--- config.mk ---
export PLATFORM = sky130hd
export DESIGN_NAME = state_image_header_check
export DESIGN_NICKNAME = d
export VERILOG_FILES = /design/src/hdl/sihc_pkg.sv /design/src/hdl/sihc_fifo.sv /design/src/hdl/sihc_front.sv /design/src/hdl/sihc_back.sv /design/src/hdl/state_image_header_check.sv
export SDC_FILE = /design/constraint.sdc
export NUM_CORES = 2
export LEC_CHECK = 0
export ABC_AREA = 1
export BUFFER_PORTS_ARGS = -buffer_cell sky130_fd_sc_hd__buf_2
export CORE_MARGIN = 2
export CORE_UTILIZATION = 55
export CTS_BUF_LIST = sky130_fd_sc_hd__clkbuf_16
export DETAILED_ROUTE_END_ITERATION = 16
export GPL_ROUTABILITY_DRIVEN = 1
export PLACE_DENSITY = 0.68
export SYNTH_ARGS = -nofsm -noshare
export SYNTH_HDL_FRONTEND = slang
export SYNTH_SLANG_ARGS = --single-unit
--- constraint.sdc ---
create_clock -name clk_i -period 10.4 [get_ports clk_i]
set_clock_uncertainty 0.15 [all_clocks]
set_input_delay 0.52 -clock clk_i [delete_from_list [all_inputs] [get_ports clk_i]]
set_output_delay 0.52 -clock clk_i [all_outputs]
set_load 0.03 [all_outputs]
--- src/hdl/sihc_pkg.sv ---
// sihc_pkg: shared types, constants and the hash step for the image header checker
// used by sihc_front, sihc_back and state_image_header_check; no dependencies
package sihc_pkg;

  localparam int unsigned COUNT_WIDTH_DEF = 32;
  localparam int unsigned QUEUE_DEPTH     = 2;
  localparam int unsigned HDR_BYTES       = 32;
  localparam int unsigned VERSION_W       = 32;
  localparam int unsigned PLEN_W          = 32;
  localparam int unsigned HASH_W          = 64;

  localparam logic [HASH_W-1:0]    FNV_BASIS   = 64'd1469598103934665603;
  localparam logic [VERSION_W-1:0] VERSION_RST = 32'd1;

  typedef enum logic [2:0] {
    ST_OK       = 3'd0,
    ST_SHORT    = 3'd1,
    ST_MAGIC    = 3'd2,
    ST_VERSION  = 3'd3,
    ST_LENGTH   = 3'd4,
    ST_CHECKSUM = 3'd5
  } status_e;

  typedef enum logic [1:0] {
    HF_MAGIC    = 2'd0,
    HF_VERSION  = 2'd1,
    HF_LENGTH   = 2'd2,
    HF_CHECKSUM = 2'd3
  } hdr_field_e;

  // one classified byte between front and back
  typedef struct packed {
    logic [7:0]        data;
    logic              hash_en;
    logic              last;
    status_e           pre_status;
    logic [HASH_W-1:0] decl_sum;
    logic [PLEN_W-1:0] plen;
  } mid_t;

  typedef struct packed {
    logic              accepted;
    status_e           status;
    logic [PLEN_W-1:0] payload_length;
    logic [HASH_W-1:0] checksum;
  } res_t;

  function automatic logic [7:0] magic_byte(input logic [2:0] idx);
    logic [7:0] b;
    unique case (idx)
      3'd0: b = 8'h50;
      3'd1: b = 8'h53;
      3'd2: b = 8'h41;
      3'd3: b = 8'h56;
      3'd4: b = 8'h45;
      3'd5: b = 8'h53;
      3'd6: b = 8'h54;
      default: b = 8'h00;
    endcase
    return b;
  endfunction

  // fnv-1a step; the prime is 2^40 + 0x1b3, so the product is a shift-add
  function automatic logic [HASH_W-1:0] fnv_step(input logic [HASH_W-1:0] h,
                                                 input logic [7:0] b);
    logic [HASH_W-1:0] x;
    x = h ^ {56'd0, b};
    return (x << 40) + (x << 8) + (x << 7) + (x << 5) + (x << 4) + (x << 1) + x;
  endfunction

endpackage

--- src/hdl/sihc_fifo.sv ---
// sihc_fifo: small register queue with push/full and pop/empty sides
// generic; no package dependency
module sihc_fifo #(
  parameter int unsigned WIDTH = 8,
  parameter int unsigned DEPTH = 2
) (
  input  logic             clk_i,
  input  logic             rst_ni,
  input  logic             push_i,
  input  logic [WIDTH-1:0] data_i,
  output logic             full_o,
  input  logic             pop_i,
  output logic [WIDTH-1:0] data_o,
  output logic             empty_o
);

  localparam int unsigned PW = $clog2(DEPTH);
  localparam int unsigned CW = $clog2(DEPTH + 1);

  logic [WIDTH-1:0] mem_q [DEPTH];
  logic [PW-1:0]    wr_ptr_q, wr_ptr_d, rd_ptr_q, rd_ptr_d;
  logic [CW-1:0]    cnt_q, cnt_d;
  logic             do_push, do_pop;

  assign full_o  = (cnt_q == CW'(DEPTH));
  assign empty_o = (cnt_q == '0);
  assign do_push = push_i && !full_o;
  assign do_pop  = pop_i && !empty_o;
  assign data_o  = mem_q[rd_ptr_q];

  always_comb begin
    wr_ptr_d = wr_ptr_q;
    rd_ptr_d = rd_ptr_q;
    cnt_d    = cnt_q;
    if (do_push) begin
      wr_ptr_d = (wr_ptr_q == PW'(DEPTH - 1)) ? '0 : wr_ptr_q + 1'b1;
    end
    if (do_pop) begin
      rd_ptr_d = (rd_ptr_q == PW'(DEPTH - 1)) ? '0 : rd_ptr_q + 1'b1;
    end
    case ({do_push, do_pop})
      2'b10:   cnt_d = cnt_q + 1'b1;
      2'b01:   cnt_d = cnt_q - 1'b1;
      default: cnt_d = cnt_q;
    endcase
  end

  always_ff @(posedge clk_i) begin
    if (do_push) begin
      mem_q[wr_ptr_q] <= data_i;
    end
  end

  always_ff @(posedge clk_i or negedge rst_ni) begin
    if (!rst_ni) begin
      wr_ptr_q <= '0;
      rd_ptr_q <= '0;
      cnt_q    <= '0;
    end else begin
      wr_ptr_q <= wr_ptr_d;
      rd_ptr_q <= rd_ptr_d;
      cnt_q    <= cnt_d;
    end
  end

  a_cnt_bound: assert property (@(posedge clk_i) disable iff (!rst_ni)
    cnt_q <= CW'(DEPTH)) else $error("queue count beyond depth");

  a_cnt_grow: assert property (@(posedge clk_i) disable iff (!rst_ni)
    do_push && !do_pop |=> cnt_q == $past(cnt_q) + 1'b1)
    else $error("queue count did not follow push");

endmodule

--- src/hdl/sihc_front.sv ---
// sihc_front: byte counter, header field checks and length verdict per image
// depends on sihc_pkg; feeds classified bytes into the middle queue
module sihc_front #(
  parameter int unsigned COUNT_WIDTH = sihc_pkg::COUNT_WIDTH_DEF
) (
  input  logic                               clk_i,
  input  logic                               rst_ni,
  input  logic                               cfg_valid_i,
  input  logic [sihc_pkg::VERSION_W-1:0]     cfg_data_i,
  output logic                               cfg_ready_o,
  input  logic                               xfer_i,
  input  logic [7:0]                         image_byte_i,
  input  logic                               last_byte_i,
  output sihc_pkg::mid_t                     entry_o
);

  import sihc_pkg::*;

  logic [VERSION_W-1:0]   exp_ver_q;
  logic [COUNT_WIDTH-1:0] count_q, count_d;
  logic                   magic_good_q, magic_good_d;
  logic                   version_good_q, version_good_d;
  logic [HASH_W-1:0]      decl_len_q, decl_len_d;
  logic [HASH_W-1:0]      decl_sum_q, decl_sum_d;
  logic                   in_hdr;
  logic [4:0]             pos;
  logic [HASH_W-1:0]      tot_ext, plen_ext;
  status_e                pre_status;

  assign cfg_ready_o = 1'b1;
  assign pos         = count_q[4:0];
  assign in_hdr      = (count_q < COUNT_WIDTH'(HDR_BYTES));

  always_comb begin
    magic_good_d   = magic_good_q;
    version_good_d = version_good_q;
    decl_len_d     = decl_len_q;
    decl_sum_d     = decl_sum_q;
    if (in_hdr) begin
      unique case (hdr_field_e'(pos[4:3]))
        HF_MAGIC: begin
          if (image_byte_i != magic_byte(pos[2:0])) magic_good_d = 1'b0;
        end
        HF_VERSION: begin
          if (!pos[2] && image_byte_i != exp_ver_q[{pos[1:0], 3'b000} +: 8]) begin
            version_good_d = 1'b0;
          end
        end
        HF_LENGTH: begin
          decl_len_d = decl_len_q | (HASH_W'(image_byte_i) << {pos[2:0], 3'b000});
        end
        HF_CHECKSUM: begin
          decl_sum_d = decl_sum_q | (HASH_W'(image_byte_i) << {pos[2:0], 3'b000});
        end
        default: ;
      endcase
    end
    count_d = (count_q != '1) ? count_q + 1'b1 : count_q;
  end

  assign tot_ext  = HASH_W'(count_d);
  assign plen_ext = tot_ext - HASH_W'(HDR_BYTES);

  always_comb begin
    if (count_d < COUNT_WIDTH'(HDR_BYTES)) begin
      pre_status = ST_SHORT;
    end else if (!magic_good_d) begin
      pre_status = ST_MAGIC;
    end else if (!version_good_d) begin
      pre_status = ST_VERSION;
    end else if (count_d == '1 || decl_len_d != plen_ext) begin
      pre_status = ST_LENGTH;
    end else begin
      pre_status = ST_OK;
    end
  end

  always_comb begin
    entry_o.data       = image_byte_i;
    entry_o.hash_en    = !in_hdr;
    entry_o.last       = last_byte_i;
    entry_o.pre_status = pre_status;
    entry_o.decl_sum   = decl_sum_d;
    entry_o.plen       = plen_ext[PLEN_W-1:0];
  end

  always_ff @(posedge clk_i or negedge rst_ni) begin
    if (!rst_ni) begin
      exp_ver_q <= VERSION_RST;
    end else if (cfg_valid_i && cfg_ready_o) begin
      exp_ver_q <= cfg_data_i;
    end
  end

  always_ff @(posedge clk_i or negedge rst_ni) begin
    if (!rst_ni) begin
      count_q        <= '0;
      magic_good_q   <= 1'b1;
      version_good_q <= 1'b1;
      decl_len_q     <= '0;
      decl_sum_q     <= '0;
    end else if (xfer_i) begin
      if (last_byte_i) begin
        count_q        <= '0;
        magic_good_q   <= 1'b1;
        version_good_q <= 1'b1;
        decl_len_q     <= '0;
        decl_sum_q     <= '0;
      end else begin
        count_q        <= count_d;
        magic_good_q   <= magic_good_d;
        version_good_q <= version_good_d;
        decl_len_q     <= decl_len_d;
        decl_sum_q     <= decl_sum_d;
      end
    end
  end

  a_last_clears: assert property (@(posedge clk_i) disable iff (!rst_ni)
    xfer_i && last_byte_i |=> count_q == '0 && magic_good_q && version_good_q)
    else $error("image state not cleared after last byte");

  a_count_step: assert property (@(posedge clk_i) disable iff (!rst_ni)
    xfer_i && !last_byte_i && count_q != '1 |=> count_q == $past(count_q) + 1'b1)
    else $error("byte count did not advance");

endmodule

--- src/hdl/sihc_back.sv ---
// sihc_back: fnv-1a style 64-bit hash over payload bytes and final status per image
// depends on sihc_pkg; drains the middle queue, fills the result queue
module sihc_back (
  input  logic           clk_i,
  input  logic           rst_ni,
  input  logic           mid_empty_i,
  input  sihc_pkg::mid_t entry_i,
  output logic           mid_pop_o,
  input  logic           res_full_i,
  output logic           res_push_o,
  output sihc_pkg::res_t res_o
);

  import sihc_pkg::*;

  logic [HASH_W-1:0] hash_q, hash_d, hash_new;
  status_e           status;

  assign mid_pop_o  = !mid_empty_i && (!entry_i.last || !res_full_i);
  assign res_push_o = mid_pop_o && entry_i.last;
  assign hash_new   = entry_i.hash_en ? fnv_step(hash_q, entry_i.data) : hash_q;

  always_comb begin
    if (entry_i.pre_status != ST_OK) begin
      status = entry_i.pre_status;
    end else if (entry_i.decl_sum != hash_new) begin
      status = ST_CHECKSUM;
    end else begin
      status = ST_OK;
    end
  end

  always_comb begin
    res_o.accepted       = (status == ST_OK);
    res_o.status         = status;
    res_o.payload_length = (status == ST_OK) ? entry_i.plen : '0;
    res_o.checksum       = hash_new;
  end

  always_comb begin
    hash_d = hash_q;
    if (mid_pop_o) begin
      hash_d = entry_i.last ? FNV_BASIS : hash_new;
    end
  end

  always_ff @(posedge clk_i or negedge rst_ni) begin
    if (!rst_ni) begin
      hash_q <= FNV_BASIS;
    end else begin
      hash_q <= hash_d;
    end
  end

  a_hash_restart: assert property (@(posedge clk_i) disable iff (!rst_ni)
    res_push_o |=> hash_q == FNV_BASIS)
    else $error("hash not restarted after image end");

  a_push_room: assert property (@(posedge clk_i) disable iff (!rst_ni)
    res_push_o |-> !res_full_i)
    else $error("result written into full queue");

endmodule

--- src/hdl/state_image_header_check.sv ---
// state_image_header_check: top level of the image header checker
// depends on sihc_pkg, sihc_fifo, sihc_front and sihc_back
//
// Takes an image one byte per transfer, header first, last_byte_i set on the
// final byte, and gives one result per image: status, accepted flag, payload
// length and the fnv-1a style 64-bit checksum of the payload. The block
// sustains one byte per clock while the middle queue has room; the hash step
// is a combinational xor and shift-add on the back side. The back takes a
// byte from the middle queue on the cycle after its transfer, unless the result
// queue is full at the image's last byte. Two-entry queues sit between front
// and back and in front of the result ports, so input stalls only when both
// fill. The version register may be written only while no image is in flight.
module state_image_header_check #(
  parameter int unsigned COUNT_WIDTH = sihc_pkg::COUNT_WIDTH_DEF,
  parameter int unsigned QUEUE_DEPTH = sihc_pkg::QUEUE_DEPTH
) (
  input  logic                               clk_i,
  input  logic                               rst_ni,
  input  logic                               cfg_valid_i,
  output logic                               cfg_ready_o,
  input  logic [sihc_pkg::VERSION_W-1:0]     cfg_data_i,
  input  logic                               push,
  output logic                               full,
  input  logic [7:0]                         image_byte_i,
  input  logic                               last_byte_i,
  output logic                               empty,
  input  logic                               pop,
  output logic                               accepted_o,
  output logic [2:0]                         status_o,
  output logic [sihc_pkg::PLEN_W-1:0]        payload_length_o,
  output logic [sihc_pkg::HASH_W-1:0]        computed_checksum_o
);

  import sihc_pkg::*;

  mid_t entry_in, entry_out;
  res_t res_in, res_out;
  logic in_xfer, mid_empty, mid_pop, res_full, res_push;

  assign in_xfer = push && !full;

  sihc_front #(
    .COUNT_WIDTH(COUNT_WIDTH)
  ) u_front (
    .clk_i        (clk_i),
    .rst_ni       (rst_ni),
    .cfg_valid_i  (cfg_valid_i),
    .cfg_data_i   (cfg_data_i),
    .cfg_ready_o  (cfg_ready_o),
    .xfer_i       (in_xfer),
    .image_byte_i (image_byte_i),
    .last_byte_i  (last_byte_i),
    .entry_o      (entry_in)
  );

  sihc_fifo #(
    .WIDTH($bits(mid_t)),
    .DEPTH(QUEUE_DEPTH)
  ) u_mid_q (
    .clk_i   (clk_i),
    .rst_ni  (rst_ni),
    .push_i  (push),
    .data_i  (entry_in),
    .full_o  (full),
    .pop_i   (mid_pop),
    .data_o  (entry_out),
    .empty_o (mid_empty)
  );

  sihc_back u_back (
    .clk_i       (clk_i),
    .rst_ni      (rst_ni),
    .mid_empty_i (mid_empty),
    .entry_i     (entry_out),
    .mid_pop_o   (mid_pop),
    .res_full_i  (res_full),
    .res_push_o  (res_push),
    .res_o       (res_in)
  );

  sihc_fifo #(
    .WIDTH($bits(res_t)),
    .DEPTH(QUEUE_DEPTH)
  ) u_res_q (
    .clk_i   (clk_i),
    .rst_ni  (rst_ni),
    .push_i  (res_push),
    .data_i  (res_in),
    .full_o  (res_full),
    .pop_i   (pop),
    .data_o  (res_out),
    .empty_o (empty)
  );

  assign accepted_o          = res_out.accepted;
  assign status_o            = res_out.status;
  assign payload_length_o    = res_out.payload_length;
  assign computed_checksum_o = res_out.checksum;

endmodule
# After elaboration in Yosys (flattened, before gate mapping)
# Memories as Yosys holds them, arrays and structs flattened.
# Cells that the tools add are included.
# W data, S select, Z words.
dict set report totals {
  regBits 266
  ram_bits 418
  wordCells 122
  memories 2
}
dict set report classes {
  add_sub_neg 16
  order_cmp 2
  n_eq_ne 21
  n_shift 2
  mux 38
  n_bitwise 3
  n_reduce_logical 25
}
# name depth width rd rd_clocked_by_memory_dff wr line
set memory_table {}
lappend memory_table {u_mid_q.mem_q 2 109 1 0 1 sihc_fifo.sv:20} ;# logic [WIDTH-1:0] mem_q [DEPTH];
lappend memory_table {u_res_q.mem_q 2 100 1 0 1 sihc_fifo.sv:20}
# operator n
set op_table {}
lappend op_table {{$mux W64} 8}
lappend op_table {{$add A64 B64 Y64} 6}
lappend op_table {{$ne A64 B64 Y1} 2}
lappend op_table {{$or A64 B64 Y64} 2}
lappend op_table {{$mux W32} 3}
lappend op_table {{$lt A32 B6 Y1 const B} 2}
lappend op_table {{$shl A8 B6 Y64} 1}
lappend op_table {{$xor A64 B8 Y64} 1}
lappend op_table {{$pmux W7 S6} 1}
lappend op_table {{$sub A32 B6 Y33 const B} 1}
lappend op_table {{$add A32 B1 Y32 const B} 1}
lappend op_table {{$eq A32 B32 Y1 const B} 1}
lappend op_table {{$ne A32 B32 Y1 const B} 1}
lappend op_table {{$shiftx A32 B6 Y8} 1}
lappend op_table {{$mux W3} 6}
lappend op_table {{$mux W1} 16}
lappend op_table {{$mux W8} 2}
lappend op_table {{$ne A8 B8 Y1} 2}
lappend op_table {{$eq A2 B2 Y1 const B} 6}
lappend op_table {{$eq A3 B3 Y1 const B} 3}
lappend op_table {{$pmux W2 S2} 2}
lappend op_table {{$logic_and A1 B1 Y1} 7}
lappend op_table {{$logic_not A1 Y1} 7}
lappend op_table {{$eq A2 B1 Y1 const B} 3}
lappend op_table {{11 further kinds} 22}

# Depth between registers and ports, before layout
# An unclocked memory read counts as a cell.
dict set report logic_depth {
  ltp_word 14
  depth_mapped 40
}

# Cells and area by module
# A second synthesis with hierarchy kept.
dict set report hier_totals {
  cells_unflattened 5747
  hier_area_um2 45974.1
}
# module instances cells_each area_each_um2 seq_area_each_um2
set by_module_without_submodules {}
lappend by_module_without_submodules {sihc_back 1 2680 17510.5 1636.6}
lappend by_module_without_submodules {sihc_front 1 1908 12688.4 4858.4}
lappend by_module_without_submodules {{sihc_fifo at u_mid_q} 1 602 8209.1 6646.4}
lappend by_module_without_submodules {{sihc_fifo at u_res_q} 1 555 7556.0 6105.9}
lappend by_module_without_submodules {state_image_header_check 1 2 10.0 0.0}

# Least setup slack after synthesis
# No wires, ideal clock.
dict set report synth_timing {
  kind {register to register}
  from {reg u_mid_q.rd_ptr_q}
  to {mem u_res_q.mem_q[0][66] (netlist name), data pin}
  setup_time_ps 141
  t_arrival_ps 6313
  required_ps 10109
  setup_slack_ps 3796
  stages_incl_launch_ff 31
  n_path_buf 5
  path_cell_list {dfrtp_1 > buf_6 > buf_2 > buf_2 > buf_1 > nand2_1 > nand2_1 > xor2_1 > fa_1 > fa_1 > fa_1 > inv_1 > fa_1 > ha_1 > nand2_1 > inv_1 > nand2_1 > nor4_1 > nand3_1 > nand4_1 > nand3_1 > nand2_1 > nand2_1 > nand2_1 > nand2_1 > nor2_1 > nand2_1 > nor2_2 > nand4_4 > buf_6 > nor2_2}
}
# item line
set synth_rtl {}
lappend synth_rtl {{from (decl)} sihc_fifo.sv:21} ;# logic [PW-1:0] wr_ptr_q, wr_ptr_d, rd_ptr_q, rd_ptr_d;
lappend synth_rtl {{from (signal assigned)} sihc_fifo.sv:61} ;# rd_ptr_q <= rd_ptr_d;
lappend synth_rtl {{to (decl)} sihc_fifo.sv:20}

==> impl_table.tex <==
\begin{tabular}{lr}
\hline
Metric & Value \\
\hline
\multicolumn{2}{l}{\textbf{Run status}} \\
\quad Run status & complete, no violations \\
\multicolumn{2}{l}{\textbf{Worst setup path}} \\
\quad Reg2reg end & u\_res\_q.mem\_q[1][65] \\
\quad Reg2reg start & u\_mid\_q.rd\_ptr\_q \\
\quad Worst Path Class, Setup & reg2reg \\
\quad Max stage delay cell, worst path & sky130\_fd\_sc\_hd\_\_dfrtp\_4 \\
\quad Startpoint Class & register \\
\quad Maximum fanout encountered on the critical timing path & 33 \\
\quad Required time reported for the critical path endpoint & 10.70 ns \\
\quad Buffers \& Inverters on Critical Path & 5 \\
\quad Most frequent cell on the critical path & sky130\_fd\_sc\_hd\_\_nand2\_1 \\
\quad Crit path max-delay family & simple AND/OR/NAND/NOR gates \\
\quad Data arrival at the endpoint of the critical path & 8.81 ns \\
\quad Worst reg2reg setup slack & 1.89 ns \\
\quad Kind of capture point of the worst setup path & register \\
\quad Count of cells along the worst register-to-register path & 33 \\
\quad Slowest cell delay on critical path & 0.63 ns \\
\multicolumn{2}{l}{\textbf{Hold path}} \\
\quad Path type of the worst min-delay path & in2reg \\
\quad Start point of the worst hold path & image\_byte\_i[7] \\
\quad Worst hold stages & 1 \\
\quad Terminating pin of the worst hold path & u\_mid\_q.mem\_q[1][108] \\
\multicolumn{2}{l}{\textbf{Clocking}} \\
\quad Clock net sink count & 684 \\
\quad CTS tree & built \\
\quad Htree depth & 3 \\
\quad Maximum clock insertion buffer count & 3 \\
\quad Clock Pin Slew Worst Setup and Hold Paths & 0.06 ns \\
\quad Worst-Skew Late Latency & 0.68 ns \\
\quad Number of buffers inserted to repair setup after CTS & 0 \\
\quad TritonCTS Buffers & 77 \\
\quad Root Driver & sky130\_fd\_sc\_hd\_\_clkbuf\_16 \\
\multicolumn{2}{l}{\textbf{Die}} \\
\quad Top-level I/O count & 149 \\
\quad Starting Density & 55.7\% \\
\quad Die span in x & 287 um \\
\quad Core outline area & 79100 um\^{}2 \\
\quad Height of the chip & 287 um \\
\quad Number of standard-cell rows in the floorplan & 103 \\
\quad Die Footprint & 82400 um\^{}2 \\
\multicolumn{2}{l}{\textbf{Cells and area}} \\
\quad Commonest non-fill, non-tap cells in the layout & 1436 x sky130\_fd\_sc\_hd\_\_nand2\_1, 866 x sky130\_fd\_sc\_hd\_\_inv\_1, 418 x sky130\_fd\_sc\_hd\_\_edfxtp\_1 \\
\quad Most common cell after layout, fill and taps aside & sky130\_fd\_sc\_hd\_\_nand2\_1 \\
\quad Antenna diode instance count & 0 \\
\quad Proportion of layout cells with a drive suffix above 1 & 9.25\% \\
\quad Number of fillers in the final layout & 7027 \\
\quad Layout net count & 5663 \\
\quad Synthesis-to-layout area growth & 10.7\% \\
\multicolumn{2}{l}{\textbf{Detailed routing}} \\
\quad Routed via count divided by cell count & 5.54 \\
\quad Vias & 35300 \\
\quad Drt drc & 0 \\
\quad Drt first-iter violations & 3169 \\
\quad Post-DR wirelength/cell & 22.2 um \\
\quad Detailed-route wire length & 141000 um \\
\quad First-pass iteration count of the detailed router & 6 \\
\quad Routed Antenna Nets & 0 \\
\multicolumn{2}{l}{\textbf{Global route}} \\
\quad First-pass GRT wire length & 212000 um \\
\quad Number of global-route vias before repair & 34800 \\
\quad Pin count of the biggest net entering global routing & 102 \\
\quad Total congestion overflow after global routing & 0 \\
\quad Number of antenna violations at the first check in global routing & 1 \\
\quad Met3 usage in global routing & 4.28\% \\
\quad Met2 Use GR & 57.0\% \\
\quad Met1 Track Usage GR & 45.8\% \\
\quad Overall track demand over capacity in global routing & 34.5\% \\
\quad Busiest metal layer after global routing & met2 \\
\multicolumn{2}{l}{\textbf{STA}} \\
\quad Fin. Hold Viols & 0 \\
\quad Setup repair after global routing missed its margin & no \\
\quad Least-Margin Pin Slew & 1.09 ns \\
\quad Part of the cycle the worst path needs & 81.8\% \\
\quad Max-slew violation total from the final report & 0 \\
\quad Final TNS setup & 0 ns \\
\quad Worst max-slew margin expressed relative to the limit & 27.2\% \\
\quad Shortest clock period the worst path allows after layout & 8.51 ns \\
\quad Total of endpoints with negative setup slack in the final report & 0 \\
\quad Max Freq & 118 MHz \\
\multicolumn{2}{l}{\textbf{Logic synthesis}} \\
\quad Cell Area, Synth & 44100 um\^{}2 \\
\quad Seq cells post-synth & 684 \\
\quad Gate Count Post-Synth & 5095 \\
\quad Syn Area/Cell & 8.65 um\^{}2 \\
\quad Post-synthesis net count & 5505 \\
\quad Library cells used by synthesis & 53 \\
\quad Post-synth top flop & sky130\_fd\_sc\_hd\_\_edfxtp\_1 \\
\quad Sequential fraction of the synthesis area & 43.7\% \\
\quad Warnings from Yosys & 0 \\
\quad Count of flip-flops with a built-in enable after synthesis & 418 \\
\quad Proportion of register bits with asynchronous set or reset after synthesis & 38.9\% \\
\multicolumn{2}{l}{\textbf{Run}} \\
\quad MaxCap Viol Count & 0 \\
\multicolumn{2}{l}{\textbf{Placement}} \\
\quad HPWL reported at the end of detailed placement & 108000 um \\
\quad Count of buffers inserted at the top-level ports & 147 \\
\quad Placer's final routability congestion estimate & 1.02 \\
\hline
\end{tabular}
## cells in the mapped netlist (3+ instances only)
cell	number	area share, %
sky130_fd_sc_hd__nand2_1	1436	12
sky130_fd_sc_hd__inv_1	848	7.2
sky130_fd_sc_hd__edfxtp_1	418	28
sky130_fd_sc_hd__a21oi_1	331	3.8
sky130_fd_sc_hd__nor2_1	316	2.7
sky130_fd_sc_hd__nand3_1	253	2.9
sky130_fd_sc_hd__fa_1	246	11
sky130_fd_sc_hd__dfrtp_1	235	13
sky130_fd_sc_hd__o21ai_0	150	1.7
sky130_fd_sc_hd__ha_1	118	3.4
sky130_fd_sc_hd__clkbuf_1	105	0.89
sky130_fd_sc_hd__xor2_1	80	1.6
sky130_fd_sc_hd__mux2i_1	69	1.6
sky130_fd_sc_hd__o22ai_1	62	0.88
sky130_fd_sc_hd__nand4_1	51	0.72
sky130_fd_sc_hd__nor2_2	42	0.60
sky130_fd_sc_hd__nand3b_1	35	0.60
sky130_fd_sc_hd__or2_2	32	0.45
sky130_fd_sc_hd__dfstp_2	31	1.8
sky130_fd_sc_hd__nor3_1	29	0.33
sky130_fd_sc_hd__inv_2	17	0.14
sky130_fd_sc_hd__nand2_2	17	0.24
sky130_fd_sc_hd__a22oi_1	16	0.27
sky130_fd_sc_hd__mux2_2	16	0.41
sky130_fd_sc_hd__o21bai_1	14	0.24
sky130_fd_sc_hd__xnor2_1	14	0.28
sky130_fd_sc_hd__buf_2	13	0.15
sky130_fd_sc_hd__buf_1	12	0.10
sky130_fd_sc_hd__buf_6	9	0.23
sky130_fd_sc_hd__nor2_4	8	0.20
sky130_fd_sc_hd__o21ai_1	8	0.091
sky130_fd_sc_hd__nor3_2	7	0.16
sky130_fd_sc_hd__nor4_1	7	0.099
sky130_fd_sc_hd__a21boi_0	6	0.10
sky130_fd_sc_hd__clkinv_1	5	0.043
sky130_fd_sc_hd__nand2_4	5	0.13
sky130_fd_sc_hd__a21o_1	4	0.068
sky130_fd_sc_hd__nand3_2	4	0.091
sky130_fd_sc_hd__a22o_1	3	0.060
sky130_fd_sc_hd__o21a_1	3	0.051
## registers in the layout (all words and copies together) (netlist names)
register	flops
u_back.hash_q	64
u_front.count_q	32
u_front.decl_len_q	64
u_front.decl_sum_q	64
u_front.exp_ver_q	32
u_front.magic_good_q	1
u_front.version_good_q	1
u_mid_q.cnt_q	2
u_mid_q.mem_q	218
u_mid_q.rd_ptr_q	1
u_mid_q.wr_ptr_q	1
u_res_q.cnt_q	2
u_res_q.mem_q	200
u_res_q.rd_ptr_q	1
u_res_q.wr_ptr_q	1
## cells by family (layout without fill, tap and decap cells)
logic type	count (synthesis)	in the layout	synth area share, %
buffers and inverters	1010	1233	8.80
multiplexers	85	85	1.98
AND/OR/NAND/NOR	2248	2248	21.6
flip-flops	684	684	43.7
AO/OA/AOI/OAI	605	605	7.37
other	1	1	0.00851
XOR/XNOR	98	98	2.04
adder cells (fa/ha/maj)	364	364	14.5
## how the worst max path moves through the flow
stage / start / end / slack [ns] / cells after the start
after floorplan: u_mid_q.rd_ptr_q / u_res_q.mem_q[0][66] / 3.80 / 30
after global placement: u_mid_q.rd_ptr_q / u_res_q.mem_q[0][95] / 2.19 / 33
after detailed placement: u_mid_q.rd_ptr_q / u_res_q.mem_q[1][65] / 2.10 / 31
after CTS: u_mid_q.rd_ptr_q / u_res_q.mem_q[1][65] / 2.03 / 31
after global routing: u_mid_q.rd_ptr_q / u_res_q.mem_q[1][64] / 1.53 / 33
final: u_mid_q.rd_ptr_q / u_res_q.mem_q[1][65] / 1.89 / 33
## final cells by class
class	count	area [um^2]	area share [%]
clock buffers	77	1930	3.95
repair buffers	219	1370	2.81
flip-flops and latches	684	19300	39.5
clock inverters	67	638	1.31
inverters	870	3270	6.70
multi-input cells	3401	21000	43.1
well taps	1050	1310	2.69
## metal layers
layer	up-vias	wire, um
li1	16600	-
met1	17300	58100
met2	1222	67300
met3	262	8630
met4	0	7190
met5	-	0
## metrics by stage
step	cell area, um^2	setup slack (ns)	util [%]	cells	hold WS [ns]
global route	48800	1.53	61.6	6368	0.0246
finish	48800	1.89	61.6	6368	0.0593
floorplan	44100	3.80	-	5095	0.0744
CTS	48800	2.03	61.6	6368	0.0330
global placement	45900	2.19	58.0	6190	0.321
detailed placement	45900	2.10	58.0	6190	0.331
## repair_timing
item,CTS,global route
hold buffers,34,0
resized for setup,0,0
endpoints found under the hold margin,130,0
Power is not shown: default switching activity piles up to over one toggle a cycle in this logic, so the estimate is an artifact.
